**src/rtl/scaa_pkg.sv**
```systemverilog
// ---------------------------------------------------------------------------
// scaa_pkg
// shared widths, beat types and helpers for the segment chop block
// ---------------------------------------------------------------------------
package scaa_pkg;

  // coordinate width, valid range 8 .. 32
  localparam int CoordBits = 16;
  // width of a step register
  localparam int StepBits  = 16;
  // smallest step the chop will use
  localparam logic [StepBits-1:0] MinStep = StepBits'(1024);
  // piece count limit per segment
  localparam int MaxPieces = 64;
  localparam int IdxBits   = $clog2(MaxPieces) + 1;

  // derived datapath widths
  localparam int MulBits   = CoordBits + StepBits;
  localparam int AccBits   = 2 * CoordBits;
  localparam int DstepBits = ((CoordBits > StepBits) ? CoordBits : StepBits) + 1;
  localparam int CntBits   = $clog2(AccBits);

  // configuration register indexes
  localparam int CfgIdxBits = 1;
  localparam logic [CfgIdxBits-1:0] RegMaxStepX = 1'b0;
  localparam logic [CfgIdxBits-1:0] RegMaxStepY = 1'b1;

  typedef logic [CoordBits-1:0] coord_t;
  typedef logic [StepBits-1:0]  step_t;

  typedef struct packed {
    coord_t start_x;
    coord_t start_y;
    coord_t end_x;
    coord_t end_y;
  } in_beat_t;

  typedef struct packed {
    coord_t piece_start_x;
    coord_t piece_start_y;
    coord_t piece_end_x;
    coord_t piece_end_y;
    logic   last_piece;
  } out_beat_t;

  // step value actually used: small settings are raised to the minimum
  function automatic step_t eff_step(input step_t v);
    eff_step = (v < MinStep) ? MinStep : v;
  endfunction

endpackage

```
**src/rtl/segment_chop_by_axis_amplitude.sv**
```systemverilog
// ---------------------------------------------------------------------------
// segment_chop_by_axis_amplitude
// splits a line segment into pieces no wider than a set step on either axis
// ---------------------------------------------------------------------------
// One segment is taken at a time. A segment whose X and Y spans both fit in
// their steps leaves as one piece through the check and emit states. Any
// other segment is cut along the dominant axis (larger span-to-step ratio,
// X on a tie) into ceil(span/step) pieces, at most 64. Setup runs three
// bit-serial multiplies (the two ratio cross products and the minor-axis
// increment); each inner breakpoint then needs a bit-serial restoring
// divide of 2*COORD bits, while the final piece goes straight to emit.
// The next segment is accepted once the last piece sits in the output
// register, even if that beat has not yet been taken. Step registers
// below 1024 act as 1024. Write the steps only while idle.
// ---------------------------------------------------------------------------
module segment_chop_by_axis_amplitude (
  input  logic                                 clk_i,
  input  logic                                 rst_ni,
  // configuration write port
  input  logic                                 cfg_we_i,
  input  logic [scaa_pkg::CfgIdxBits-1:0]      cfg_idx_i,
  input  logic [scaa_pkg::StepBits-1:0]        cfg_data_i,
  // segment input
  input  logic                                 in_valid_i,
  output logic                                 in_ready_o,
  input  scaa_pkg::in_beat_t                   in_data_i,
  // piece output
  output logic                                 out_valid_o,
  input  logic                                 out_ready_i,
  output scaa_pkg::out_beat_t                  out_data_o
);

  localparam int C  = scaa_pkg::CoordBits;
  localparam int S  = scaa_pkg::StepBits;
  localparam int MB = scaa_pkg::MulBits;
  localparam int AB = scaa_pkg::AccBits;
  localparam int DB = scaa_pkg::DstepBits;
  localparam int NB = scaa_pkg::CntBits;
  localparam int IB = scaa_pkg::IdxBits;

  // sequencer codes
  localparam logic [2:0] StIdle  = 3'd0;
  localparam logic [2:0] StCheck = 3'd1;
  localparam logic [2:0] StMulA  = 3'd2;
  localparam logic [2:0] StMulB  = 3'd3;
  localparam logic [2:0] StMulC  = 3'd4;
  localparam logic [2:0] StNext  = 3'd5;
  localparam logic [2:0] StDiv   = 3'd6;
  localparam logic [2:0] StEmit  = 3'd7;

  localparam logic [NB-1:0] MulLast = NB'(S - 1);
  localparam logic [NB-1:0] DivLast = NB'(AB - 1);
  localparam logic [IB-1:0] PieceCap = IB'(scaa_pkg::MaxPieces);

  // configuration
  scaa_pkg::step_t max_step_x_q, max_step_y_q;
  scaa_pkg::step_t stx, sty;

  // control
  logic [2:0]    state_q, state_d;
  logic [NB-1:0] cnt_q, cnt_d;
  logic [IB-1:0] idx_q, idx_d;
  logic          last_q, last_d;
  logic          xdom_q, xdom_d;
  logic          out_valid_q, out_valid_d;

  // held segment and geometry
  scaa_pkg::coord_t sx_q, sy_q, ex_q, ey_q, sx_d, sy_d, ex_d, ey_d;
  scaa_pkg::coord_t prev_x_q, prev_y_q, prev_x_d, prev_y_d;
  scaa_pkg::coord_t ax_q, ay_q, ax_d, ay_d;
  logic             negx_q, negy_q, negx_d, negy_d;
  logic [DB-1:0]    dstep_q, dstep_d;
  logic [AB-1:0]    acc_q, acc_d;
  logic [MB-1:0]    amsd_q, amsd_d;
  logic [MB-1:0]    prod1_q, prod1_d;

  // bit-serial multiplier: product register shifts right, multiplier in low half
  scaa_pkg::coord_t mul_a_q, mul_a_d;
  logic [MB-1:0]    mul_p_q, mul_p_d;
  logic [C:0]       mul_sum;
  logic [MB-1:0]    mul_next;

  // restoring divider: one quotient bit per cycle
  scaa_pkg::coord_t div_r_q, div_r_d;
  logic [AB-1:0]    div_q_q, div_q_d;
  logic [C:0]       div_shift;
  logic             div_fit;
  scaa_pkg::coord_t div_r_next;
  logic [AB-1:0]    div_q_next;

  scaa_pkg::out_beat_t out_q, out_d;

  // working values
  scaa_pkg::coord_t ad, am, am_new, off_x, off_y, pt_x, pt_y;
  scaa_pkg::step_t  sd, sd_new;
  logic             xdom_new;
  logic [DB-1:0]    dstep_n;
  logic [IB-1:0]    idx_n;
  logic [AB-1:0]    acc_n;
  logic             in_acc, out_acc;

  assign stx = scaa_pkg::eff_step(max_step_x_q);
  assign sty = scaa_pkg::eff_step(max_step_y_q);

  assign in_ready_o  = (state_q == StIdle);
  assign out_valid_o = out_valid_q;
  assign out_data_o  = out_q;
  assign in_acc  = in_valid_i && in_ready_o;
  assign out_acc = out_valid_q && out_ready_i;

  // step registers
  always_ff @(posedge clk_i or negedge rst_ni) begin
    if (!rst_ni) begin
      max_step_x_q <= S'(4096);
      max_step_y_q <= S'(4096);
    end else if (cfg_we_i) begin
      unique case (cfg_idx_i)
        scaa_pkg::RegMaxStepX: max_step_x_q <= cfg_data_i;
        scaa_pkg::RegMaxStepY: max_step_y_q <= cfg_data_i;
      endcase
    end
  end

  always_comb begin
    // axis roles of the held segment
    ad = xdom_q ? ax_q : ay_q;
    am = xdom_q ? ay_q : ax_q;
    sd = xdom_q ? stx : sty;

    // multiplier step
    mul_sum  = {1'b0, mul_p_q[MB-1:S]} + (mul_p_q[0] ? {1'b0, mul_a_q} : '0);
    mul_next = {mul_sum, mul_p_q[S-1:1]};

    // divider step, divisor is the dominant span
    div_shift  = {div_r_q, div_q_q[AB-1]};
    div_fit    = (div_shift >= {1'b0, ad});
    div_r_next = div_fit ? C'(div_shift - {1'b0, ad}) : div_shift[C-1:0];
    div_q_next = {div_q_q[AB-2:0], div_fit};

    // dominance from the two cross products, x wins a tie
    xdom_new = (prod1_q >= mul_next);
    am_new   = xdom_new ? ay_q : ax_q;
    sd_new   = xdom_new ? stx : sty;

    // next breakpoint candidate
    dstep_n = dstep_q + DB'(sd);
    idx_n   = idx_q + IB'(1);
    acc_n   = acc_q + AB'(amsd_q);

    // breakpoint coordinates from dominant step and divided minor offset
    off_x = xdom_q ? dstep_q[C-1:0] : div_q_q[C-1:0];
    off_y = xdom_q ? div_q_q[C-1:0] : dstep_q[C-1:0];
    if (last_q) begin
      pt_x = ex_q;
      pt_y = ey_q;
    end else begin
      pt_x = negx_q ? sx_q - off_x : sx_q + off_x;
      pt_y = negy_q ? sy_q - off_y : sy_q + off_y;
    end
  end

  always_comb begin
    state_d     = state_q;
    cnt_d       = cnt_q;
    idx_d       = idx_q;
    last_d      = last_q;
    xdom_d      = xdom_q;
    sx_d        = sx_q;
    sy_d        = sy_q;
    ex_d        = ex_q;
    ey_d        = ey_q;
    prev_x_d    = prev_x_q;
    prev_y_d    = prev_y_q;
    ax_d        = ax_q;
    ay_d        = ay_q;
    negx_d      = negx_q;
    negy_d      = negy_q;
    dstep_d     = dstep_q;
    acc_d       = acc_q;
    amsd_d      = amsd_q;
    prod1_d     = prod1_q;
    mul_a_d     = mul_a_q;
    mul_p_d     = mul_p_q;
    div_r_d     = div_r_q;
    div_q_d     = div_q_q;
    out_d       = out_q;
    out_valid_d = out_acc ? 1'b0 : out_valid_q;

    unique case (state_q)
      StIdle: begin
        if (in_acc) begin
          sx_d     = in_data_i.start_x;
          sy_d     = in_data_i.start_y;
          ex_d     = in_data_i.end_x;
          ey_d     = in_data_i.end_y;
          prev_x_d = in_data_i.start_x;
          prev_y_d = in_data_i.start_y;
          negx_d   = in_data_i.end_x < in_data_i.start_x;
          negy_d   = in_data_i.end_y < in_data_i.start_y;
          ax_d     = (in_data_i.end_x < in_data_i.start_x) ?
                     in_data_i.start_x - in_data_i.end_x :
                     in_data_i.end_x - in_data_i.start_x;
          ay_d     = (in_data_i.end_y < in_data_i.start_y) ?
                     in_data_i.start_y - in_data_i.end_y :
                     in_data_i.end_y - in_data_i.start_y;
          state_d  = StCheck;
        end
      end
      StCheck: begin
        if (ax_q <= stx && ay_q <= sty) begin
          // fits as is: one piece
          last_d  = 1'b1;
          state_d = StEmit;
        end else begin
          last_d  = 1'b0;
          mul_a_d = ax_q;
          mul_p_d = {{C{1'b0}}, sty};
          cnt_d   = '0;
          state_d = StMulA;
        end
      end
      StMulA: begin
        mul_p_d = mul_next;
        cnt_d   = cnt_q + NB'(1);
        if (cnt_q == MulLast) begin
          prod1_d = mul_next;
          mul_a_d = ay_q;
          mul_p_d = {{C{1'b0}}, stx};
          cnt_d   = '0;
          state_d = StMulB;
        end
      end
      StMulB: begin
        mul_p_d = mul_next;
        cnt_d   = cnt_q + NB'(1);
        if (cnt_q == MulLast) begin
          xdom_d  = xdom_new;
          mul_a_d = am_new;
          mul_p_d = {{C{1'b0}}, sd_new};
          cnt_d   = '0;
          state_d = StMulC;
        end
      end
      StMulC: begin
        mul_p_d = mul_next;
        cnt_d   = cnt_q + NB'(1);
        if (cnt_q == MulLast) begin
          amsd_d  = mul_next;
          dstep_d = '0;
          acc_d   = '0;
          idx_d   = '0;
          state_d = StNext;
        end
      end
      StNext: begin
        if (dstep_n < DB'(ad) && idx_n < PieceCap) begin
          dstep_d = dstep_n;
          idx_d   = idx_n;
          acc_d   = acc_n;
          div_r_d = '0;
          div_q_d = acc_n;
          cnt_d   = '0;
          state_d = StDiv;
        end else begin
          last_d  = 1'b1;
          state_d = StEmit;
        end
      end
      StDiv: begin
        div_r_d = div_r_next;
        div_q_d = div_q_next;
        cnt_d   = cnt_q + NB'(1);
        if (cnt_q == DivLast) begin
          state_d = StEmit;
        end
      end
      StEmit: begin
        if (!out_valid_q || out_ready_i) begin
          out_d.piece_start_x = prev_x_q;
          out_d.piece_start_y = prev_y_q;
          out_d.piece_end_x   = pt_x;
          out_d.piece_end_y   = pt_y;
          out_d.last_piece    = last_q;
          out_valid_d         = 1'b1;
          prev_x_d            = pt_x;
          prev_y_d            = pt_y;
          state_d             = last_q ? StIdle : StNext;
        end
      end
      default: state_d = StIdle;
    endcase
  end

  // control state
  always_ff @(posedge clk_i or negedge rst_ni) begin
    if (!rst_ni) begin
      state_q     <= StIdle;
      cnt_q       <= '0;
      idx_q       <= '0;
      last_q      <= 1'b0;
      xdom_q      <= 1'b0;
      out_valid_q <= 1'b0;
    end else begin
      state_q     <= state_d;
      cnt_q       <= cnt_d;
      idx_q       <= idx_d;
      last_q      <= last_d;
      xdom_q      <= xdom_d;
      out_valid_q <= out_valid_d;
    end
  end

  // datapath, no reset needed
  always_ff @(posedge clk_i) begin
    sx_q     <= sx_d;
    sy_q     <= sy_d;
    ex_q     <= ex_d;
    ey_q     <= ey_d;
    prev_x_q <= prev_x_d;
    prev_y_q <= prev_y_d;
    ax_q     <= ax_d;
    ay_q     <= ay_d;
    negx_q   <= negx_d;
    negy_q   <= negy_d;
    dstep_q  <= dstep_d;
    acc_q    <= acc_d;
    amsd_q   <= amsd_d;
    prod1_q  <= prod1_d;
    mul_a_q  <= mul_a_d;
    mul_p_q  <= mul_p_d;
    div_r_q  <= div_r_d;
    div_q_q  <= div_q_d;
    out_q    <= out_d;
  end

endmodule

```
**config.mk**
```make
export PLATFORM = sky130hd
export DESIGN_NAME = segment_chop_by_axis_amplitude
export DESIGN_NICKNAME = d
export VERILOG_FILES = /design/src/rtl/scaa_pkg.sv /design/src/rtl/segment_chop_by_axis_amplitude.sv
export SDC_FILE = /design/constraint.sdc
export NUM_CORES = 1
export LEC_CHECK = 0
export BUFFER_PORTS_ARGS = -buffer_cell sky130_fd_sc_hd__buf_2
export CORE_MARGIN = 2
export CORE_UTILIZATION = 40
export DETAILED_ROUTE_END_ITERATION = 10
export PLACE_DENSITY = 0.64
export SYNTH_ARGS = -nofsm -noshare
export SYNTH_HDL_FRONTEND = slang
export SYNTH_SLANG_ARGS = --single-unit
```
**constraint.sdc**
```tcl
create_clock -name clk_i -period 18.95 [get_ports clk_i]
set_input_delay 1.895 -clock clk_i [delete_from_list [all_inputs] [get_ports clk_i]]
set_output_delay 1.895 -clock clk_i [all_outputs]
set_load 0.005 [all_outputs]
```
==> flow_metrics.py, run 1 <==
metrics = {
    "sta": {
        "setup_viol": 0,
        "hold_violations": 0,
        "worst_pin_slew_ps": 1130,
        "slew_headroom_pct": 24.9,
        "max_freq_ghz": 0.149,
        "finalCritPeriodShare_pct": 35.5,
        "finalSetupTns_ps": 0,
        "fin_crit_ps": 6730,
        "slew_viol_final": 0,
        "postLayoutSetupSlackWorst_ps": 12220,
        "fin_skew_ps": 45.6,
        "timing.hold.ws_ps": 413,
        "grt_setup_unrepaired": "false",
    },
    "finish": {
        "final_nets": 3128,
        "fillCellCount": 6496,
        "syn_to_final_growth_pct": 13.0,
        "final_area_um2": 31900,
        "drive_above_1_share_pct": 13.1,
        "diodes": 0,
        "fin_util_pct": 45.6,
    },
    "power_and_ir_drop": {
        "power_density_nw_per_um2": 152,
        "p_int_mw": 2.94,
        "p_comb_share_pct": 42.4,
        "ir_drop_uv": 79.1,
        "swShare_pct": 39.5,
        "clockPowerShare_pct": 22.6,
        "p_seq_share_pct": 35.0,
        "p_leak_nw": 13.0,
        "switchingPower_mw": 1.92,
    },
    "global_routing": {
        "grt_max_degree": 93,
        "grt_first_pass_wirelength_um": 122000,
        "overflow": 0,
        "grt_pass1_vias": 20800,
        "antenna_found_initial": 1,
        "track_usage_pct": 21.6,
    },
    "drt": {
        "wl_per_cell_um": 21.3,
        "drt-vias-per-instance": 5.57,
        "antenna_left": 0,
        "drtIter0Drc": 1876,
        "drc": 0,
        "first_pass_iters": 6,
        "drt-total-wl_um": 79800,
        "num_vias": 20900,
    },
    "placement": {
        "place_area_um2": 30000,
        "io_buffers": 152,
        "gp_congestion": 0.957,
        "post-dp-hpwl_um": 60300,
        "place_ws_ps": 12380,
    },
    "flow_run": {
        "cap_violations": 0,
    },
    "worst_setup_path": {
        "required_ps": 19190,
        "slowest_delay_ps": 670,
        "cp-start-kind": "flop",
        "rr_worst_depth": 23,
        "end_kind": "flop",
        "slowest_stage": "a211oi_1",
        "worst-path-buf-inv": 2,
        "cp.depth": 23,
        "cp-startpoint": "max_step_x_q[13]$_DFFE_PN0P_",
        "cpMostUsedCell": "a21o_1",
        "cp.arrival_ps": 6970,
        "crit_path_end": "acc_q[27]$_SDFFCE_PN0P_",
        "worstPathMaxFanout": 32,
        "path_cells": "nor4_1 > nand2_1 > nand2_1 > inv_1 > nand2_1 > o21ai_0 > ha_1 > a21o_1 > a21o_1 > a21oi_1 > o21ai_0 > a211oi_1 > o21bai_1 > a21o_1 > xnor2_1 > ha_1 > a21o_1 > a21oi_1 > o21a_1 > o211ai_1 > a21o_4 > a21oi_4 > buf_4",
        "rrSetupSlack_ps": 12220,
        "path_class": "flop to flop",
        "r2r-start": "max_step_x_q[13]$_DFFE_PN0P_",
        "worstReg2RegEnd": "acc_q[27]$_SDFFCE_PN0P_",
        "path_delay_family": "compound AO/OA/AOI/OAI gates",
    },
    "die": {
        "num_io_pins": 153,
        "start_util_pct": 40.4,
        "die_height_um": 270,
        "fp-row-count": 97,
        "coreArea_um2": 69900,
        "die_w_um": 270,
        "dieArea_um2": 72700,
    },
    "clocking": {
        "cts_buffer_depth": 3,
        "cts.clk_slew.worst_paths_ps": 60,
        "cts_hold_buf": 0,
        "cts_setup_buffers": 0,
        "cts_root_buf": "clkbuf_16",
        "clock_latency_ps": 630,
        "cts_max_level": 2,
        "numClockSinks": 454,
        "numCtsBuffers": 54,
        "cts_resized": 0,
        "cts_tree": "built",
    },
    "run_status": {
        "status": "complete, no violations",
    },
    "logic_synthesis": {
        "avgSynthCellArea_um2": 10.8,
        "synth_cell_types": 88,
        "synth_cells": 2618,
        "synth_top_area_share_pct": 43.0,
        "ys_ff_latch": 454,
        "syn_area_um2": 28200,
        "synth_enable_flop_cells": 404,
        "ys_seq_area_share_pct": 47.4,
        "synth_top_area_cell": "edfxtp_1",
        "synth_fp_nets": 2976,
        "synth_flop_cell": "edfxtp_1",
        "ys_warn_count": 0,
        "synth-async-reset-ratio_pct": 11.0,
        "synthTopCellsByArea": "edfxtp_1 (43%), ha_1 (12%), dfrtp_1 (4.3%)",
    },
    "worst_hold_path": {
        "min-delay-start": "prev_x_q[11]$_DFFE_PP_",
        "hold_path.class": "flop to flop",
    },
}
worst min-delay path by stage:
stage,end,slack (ps),depth (start not counted)
4_1_cts,out_data_o[60]$_DFFE_PP_,410,0
6_report,out_data_o[60]$_DFFE_PP_,410,0
2_1_floorplan,out_data_o[33]$_DFFE_PP_,400,0
3_3_place_gp,out_data_o[58]$_DFFE_PP_,400,0
3_5_place_dp,out_data_o[46]$_DFFE_PP_,400,0
5_1_grt,out_data_o[60]$_DFFE_PP_,420,0
sequential cells by signal (all words and copies together), names as in the netlist, 17 cells and up:
| register | cells |
|---|---|
| out_data_o | 65 |
| acc_q | 32 |
| amsd_q | 32 |
| div_q_q | 32 |
| mul_p_q | 32 |
| prod1_q | 32 |
| dstep_q | 17 |
layout make-up:
cell class	count	area (µm²)	share of cell area, %
multi-input combinational	1914	13900	43.5
tap	940	1180	3.69
inverter	174	653	2.05
clock inverter	34	437	1.37
timing repair buffer	172	911	2.86
clock buffer	66	1440	4.51
sequential	454	13400	42.0
Yosys cell counts, types with 16 or more instances:
cell	count
nor3_1	36
a21o_1	83
nand2_1	207
o21a_1	16
nand3_1	32
dfrtp_1	48
and2_1	40
mux2_2	62
a22oi_1	34
nor2_1	175
nand2b_1	35
mux2i_1	78
o211ai_1	16
o21ai_0	193
xor2_1	78
ha_1	262
xnor2_1	71
nand4_1	20
inv_1	172
and3_1	21
edfxtp_1	404
a31oi_1	20
clkbuf_1	52
nor2b_1	42
a21oi_1	184
kinds of logic (layout without fill, tap and decap cells):
group,after synthesis,count (layout),share of synthesized area [%]
fa+ha+maj,272,272,12.3
flops,454,454,47.4
buf+inv,250,446,3.53
mux,141,141,5.29
compound gates,700,700,15.8
simple gates,652,652,11.0
xor+xnor,149,149,4.62
power groups by stage:
stage	sequential [mW]	clock [mW]	combinational (mW)
6_report	1.70	1.10	2.06
5_1_grt	1.72	1.16	2.30
4_1_cts	1.70	1.12	2.06
3_5_place_dp	1.71	0	2.04
3_3_place_gp	1.71	0	1.99
2_1_floorplan	1.63	0	1.46
cells in the final DEF (no fill, tap or decap), types with 46 or more instances in the layout:
master,instances
a21o_1,83
a21oi_1,182
buf_2,152
clkbuf_16,56
dfrtp_1,46
edfxtp_1,404
ha_1,262
inv_1,172
mux2_2,62
mux2i_1,78
nand2_1,206
nor2_1,174
o21ai_0,192
xnor2_1,71
xor2_1,78
stage by stage:
step                power (mW)  instances
finish                    4.86       3754
global route              5.18       3754
CTS                       4.88       3754
detailed placement        3.75       3654
global placement          3.70       3654
floorplan                 3.08       2618
metal layers:
| metal | share of wire [%] | GRT usage (%) |
|---|---|---|
| met3 | 4.7 | 2.74 |
| met2 | 48 | 36.3 |
| met5 | 0 | 0 |
| met4 | 3.7 | 7.75 |
| met1 | 44 | 28.6 |
No activity file was read; power rests on OpenSTA's default activity.
==> run 2: changes to the inputs <==
clock period = 6.6 ns   (was 18.95 ns; I/O delays follow)
==> flow_metrics.py, run 2 (same netlist as run 1, synthesis figures left out) <==
metrics = {
    "global_routing": {
        "track_usage_pct": 21.0,
        "grt_first_pass_wirelength_um": 119000,
        "grt_pass1_vias": 20800,
        "overflow": 0,
        "antenna_found_initial": 1,
        "grt_max_degree": 67,
    },
    "clocking": {
        "clock_latency_ps": 620,
        "cts.clk_slew.worst_paths_ps": 70,
        "cts_resized": 0,
        "cts_tree": "built",
        "cts_hold_buf": 0,
        "cts_setup_buffers": 0,
        "cts_max_level": 2,
        "numCtsBuffers": 52,
        "cts_root_buf": "clkbuf_16",
        "cts_buffer_depth": 3,
        "numClockSinks": 454,
    },
    "drt": {
        "met2_length_um": 37600,
        "wl_met1_um": 33200,
        "wl_met3_um": 4420,
        "drc": 0,
        "drt-vias-per-instance": 5.55,
        "num_vias": 20800,
        "drt-total-wl_um": 78100,
        "dr.max_layer_used": "met5",
        "drtIter0Drc": 1705,
        "wl_per_cell_um": 20.8,
        "first_pass_iters": 5,
        "antenna_left": 0,
    },
    "sta": {
        "hold_violations": 0,
        "postLayoutSetupSlackWorst_ps": 659,
        "finalCritPeriodShare_pct": 90.0,
        "slew_headroom_pct": 25.0,
        "setup_viol": 0,
        "slew_viol_final": 0,
        "max_freq_ghz": 0.168,
        "fin_skew_ps": 25.5,
        "grt_setup_unrepaired": "false",
        "finalSetupTns_ps": 0,
        "fin_crit_ps": 5940,
        "worst_pin_slew_ps": 1120,
    },
    "worst_setup_path": {
        "cp-start-kind": "flop",
        "end_kind": "flop",
        "required_ps": 6840,
        "rrSetupSlack_ps": 660,
        "path_class": "flop to flop",
        "cp.arrival_ps": 6180,
        "worstPathMaxFanout": 32,
    },
    "die": {
        "die_height_um": 270,
        "dieArea_um2": 72700,
        "coreArea_um2": 69900,
        "start_util_pct": 40.4,
        "num_io_pins": 153,
        "die_w_um": 270,
        "fp-row-count": 97,
    },
    "power_and_ir_drop": {
        "p_int_mw": 8.31,
        "clockPowerShare_pct": 21.9,
        "power_density_nw_per_um2": 434,
        "ir_drop_uv": 244,
        "p_leak_nw": 13.0,
        "p_comb_share_pct": 42.8,
        "swShare_pct": 39.9,
        "switchingPower_mw": 5.52,
        "p_seq_share_pct": 35.3,
    },
    "finish": {
        "most-common-layout-cells": "edfxtp_1 (404), ha_1 (262), nand2_1 (205)",
        "largest_reg_flops": 65,
        "syn_to_final_growth_pct": 12.9,
        "seq_area_um2": 13400,
        "fillCellCount": 6562,
        "layout_commonest_cell": "edfxtp_1",
        "multi_input_area_um2": 13900,
        "final_nets": 3131,
        "drive_above_1_share_pct": 13.5,
    },
    "placement": {
        "gp_congestion": 0.946,
        "io_buffers": 152,
        "place_ws_ps": 810,
        "post-dp-hpwl_um": 59500,
    },
    "worst_hold_path": {
        "hold_path.class": "primary input to async pin",
    },
    "flow_run": {
        "cap_violations": 0,
    },
    "run_status": {
        "status": "complete, no violations",
    },
}
[run 2: through the flow]
step	total power [mW]	cells	instance area (µm²)	hold WS [ps]	utilization [%]
after floorplan	8.84	2618	28200	364	-
after global placement	10.6	3659	30100	403	43.0
after detailed placement	10.8	3659	30100	405	43.0
after CTS	13.9	3757	31900	199	45.6
after global routing	14.7	3757	31900	238	45.6
final	13.8	3758	31900	196	45.6
[run 2: power groups by stage]
stage / registers [mW] / logic (mW) / clock network (mW)
2_1_floorplan: 4.65 / 4.20 / 0
3_3_place_gp: 4.91 / 5.73 / 0
3_5_place_dp: 4.93 / 5.88 / 0
4_1_cts: 4.88 / 5.93 / 3.08
5_1_grt: 4.94 / 6.60 / 3.19
6_report: 4.88 / 5.92 / 3.02
[run 2: final timing paths]
check / start / end / cells past startpoint
setup / recovery: max_step_x_q[13]$_DFFE_PN0P_ / acc_q[21]$_SDFFCE_PN0P_ / 23
hold / removal: rst_ni / xdom_q$_DFFE_PN0P_ / 2
setup reg to reg: max_step_x_q[13]$_DFFE_PN0P_ / acc_q[21]$_SDFFCE_PN0P_ / 23
hold reg to reg: prev_x_q[12]$_DFFE_PP_ / out_data_o[61]$_DFFE_PP_ / 0
max in group asynchronous: rst_ni / xdom_q$_DFFE_PN0P_ / 2
min in group clk_i: in_data_i[16] / ex_q[0]$_DFFE_PP_ / 1
[run 2: area by class of cell]
cell class,count,share of cell area (%)
multi-input combinational,1914,43.6
sequential,454,42.0
clock buffer,62,4.23
tap,940,3.69
timing repair buffer,177,3.02
inverter,174,2.05
clock inverter,36,1.36
antenna,1,0.00786
[run 2: worst max-delay path: stages, from the launching register on]
cell      delay (ps)
dfrtp_1          420
nor4_1           370
nand2_1          350
nand2_1          190
inv_1             70
nand2_1           60
o21ai_0          160
ha_1             260
a21o_1           170
a21o_1           200
a21oi_1          230
o21ai_0          180
a211oi_1         590
o21bai_1         120
a21o_1           210
xnor2_1          210
ha_1             290
a21o_1           160
a21oi_1          140
o21a_1           140
o211ai_1         120
a21o_4           280
a21oi_4          170
buf_4            430
[run 2: per-layer routing]
metal  track usage [%]  vias up
met3              3.15      146
met5                 0        -
met2              35.5      624
met1              27.2    10100
met4              7.78        2
li1                  -     9946
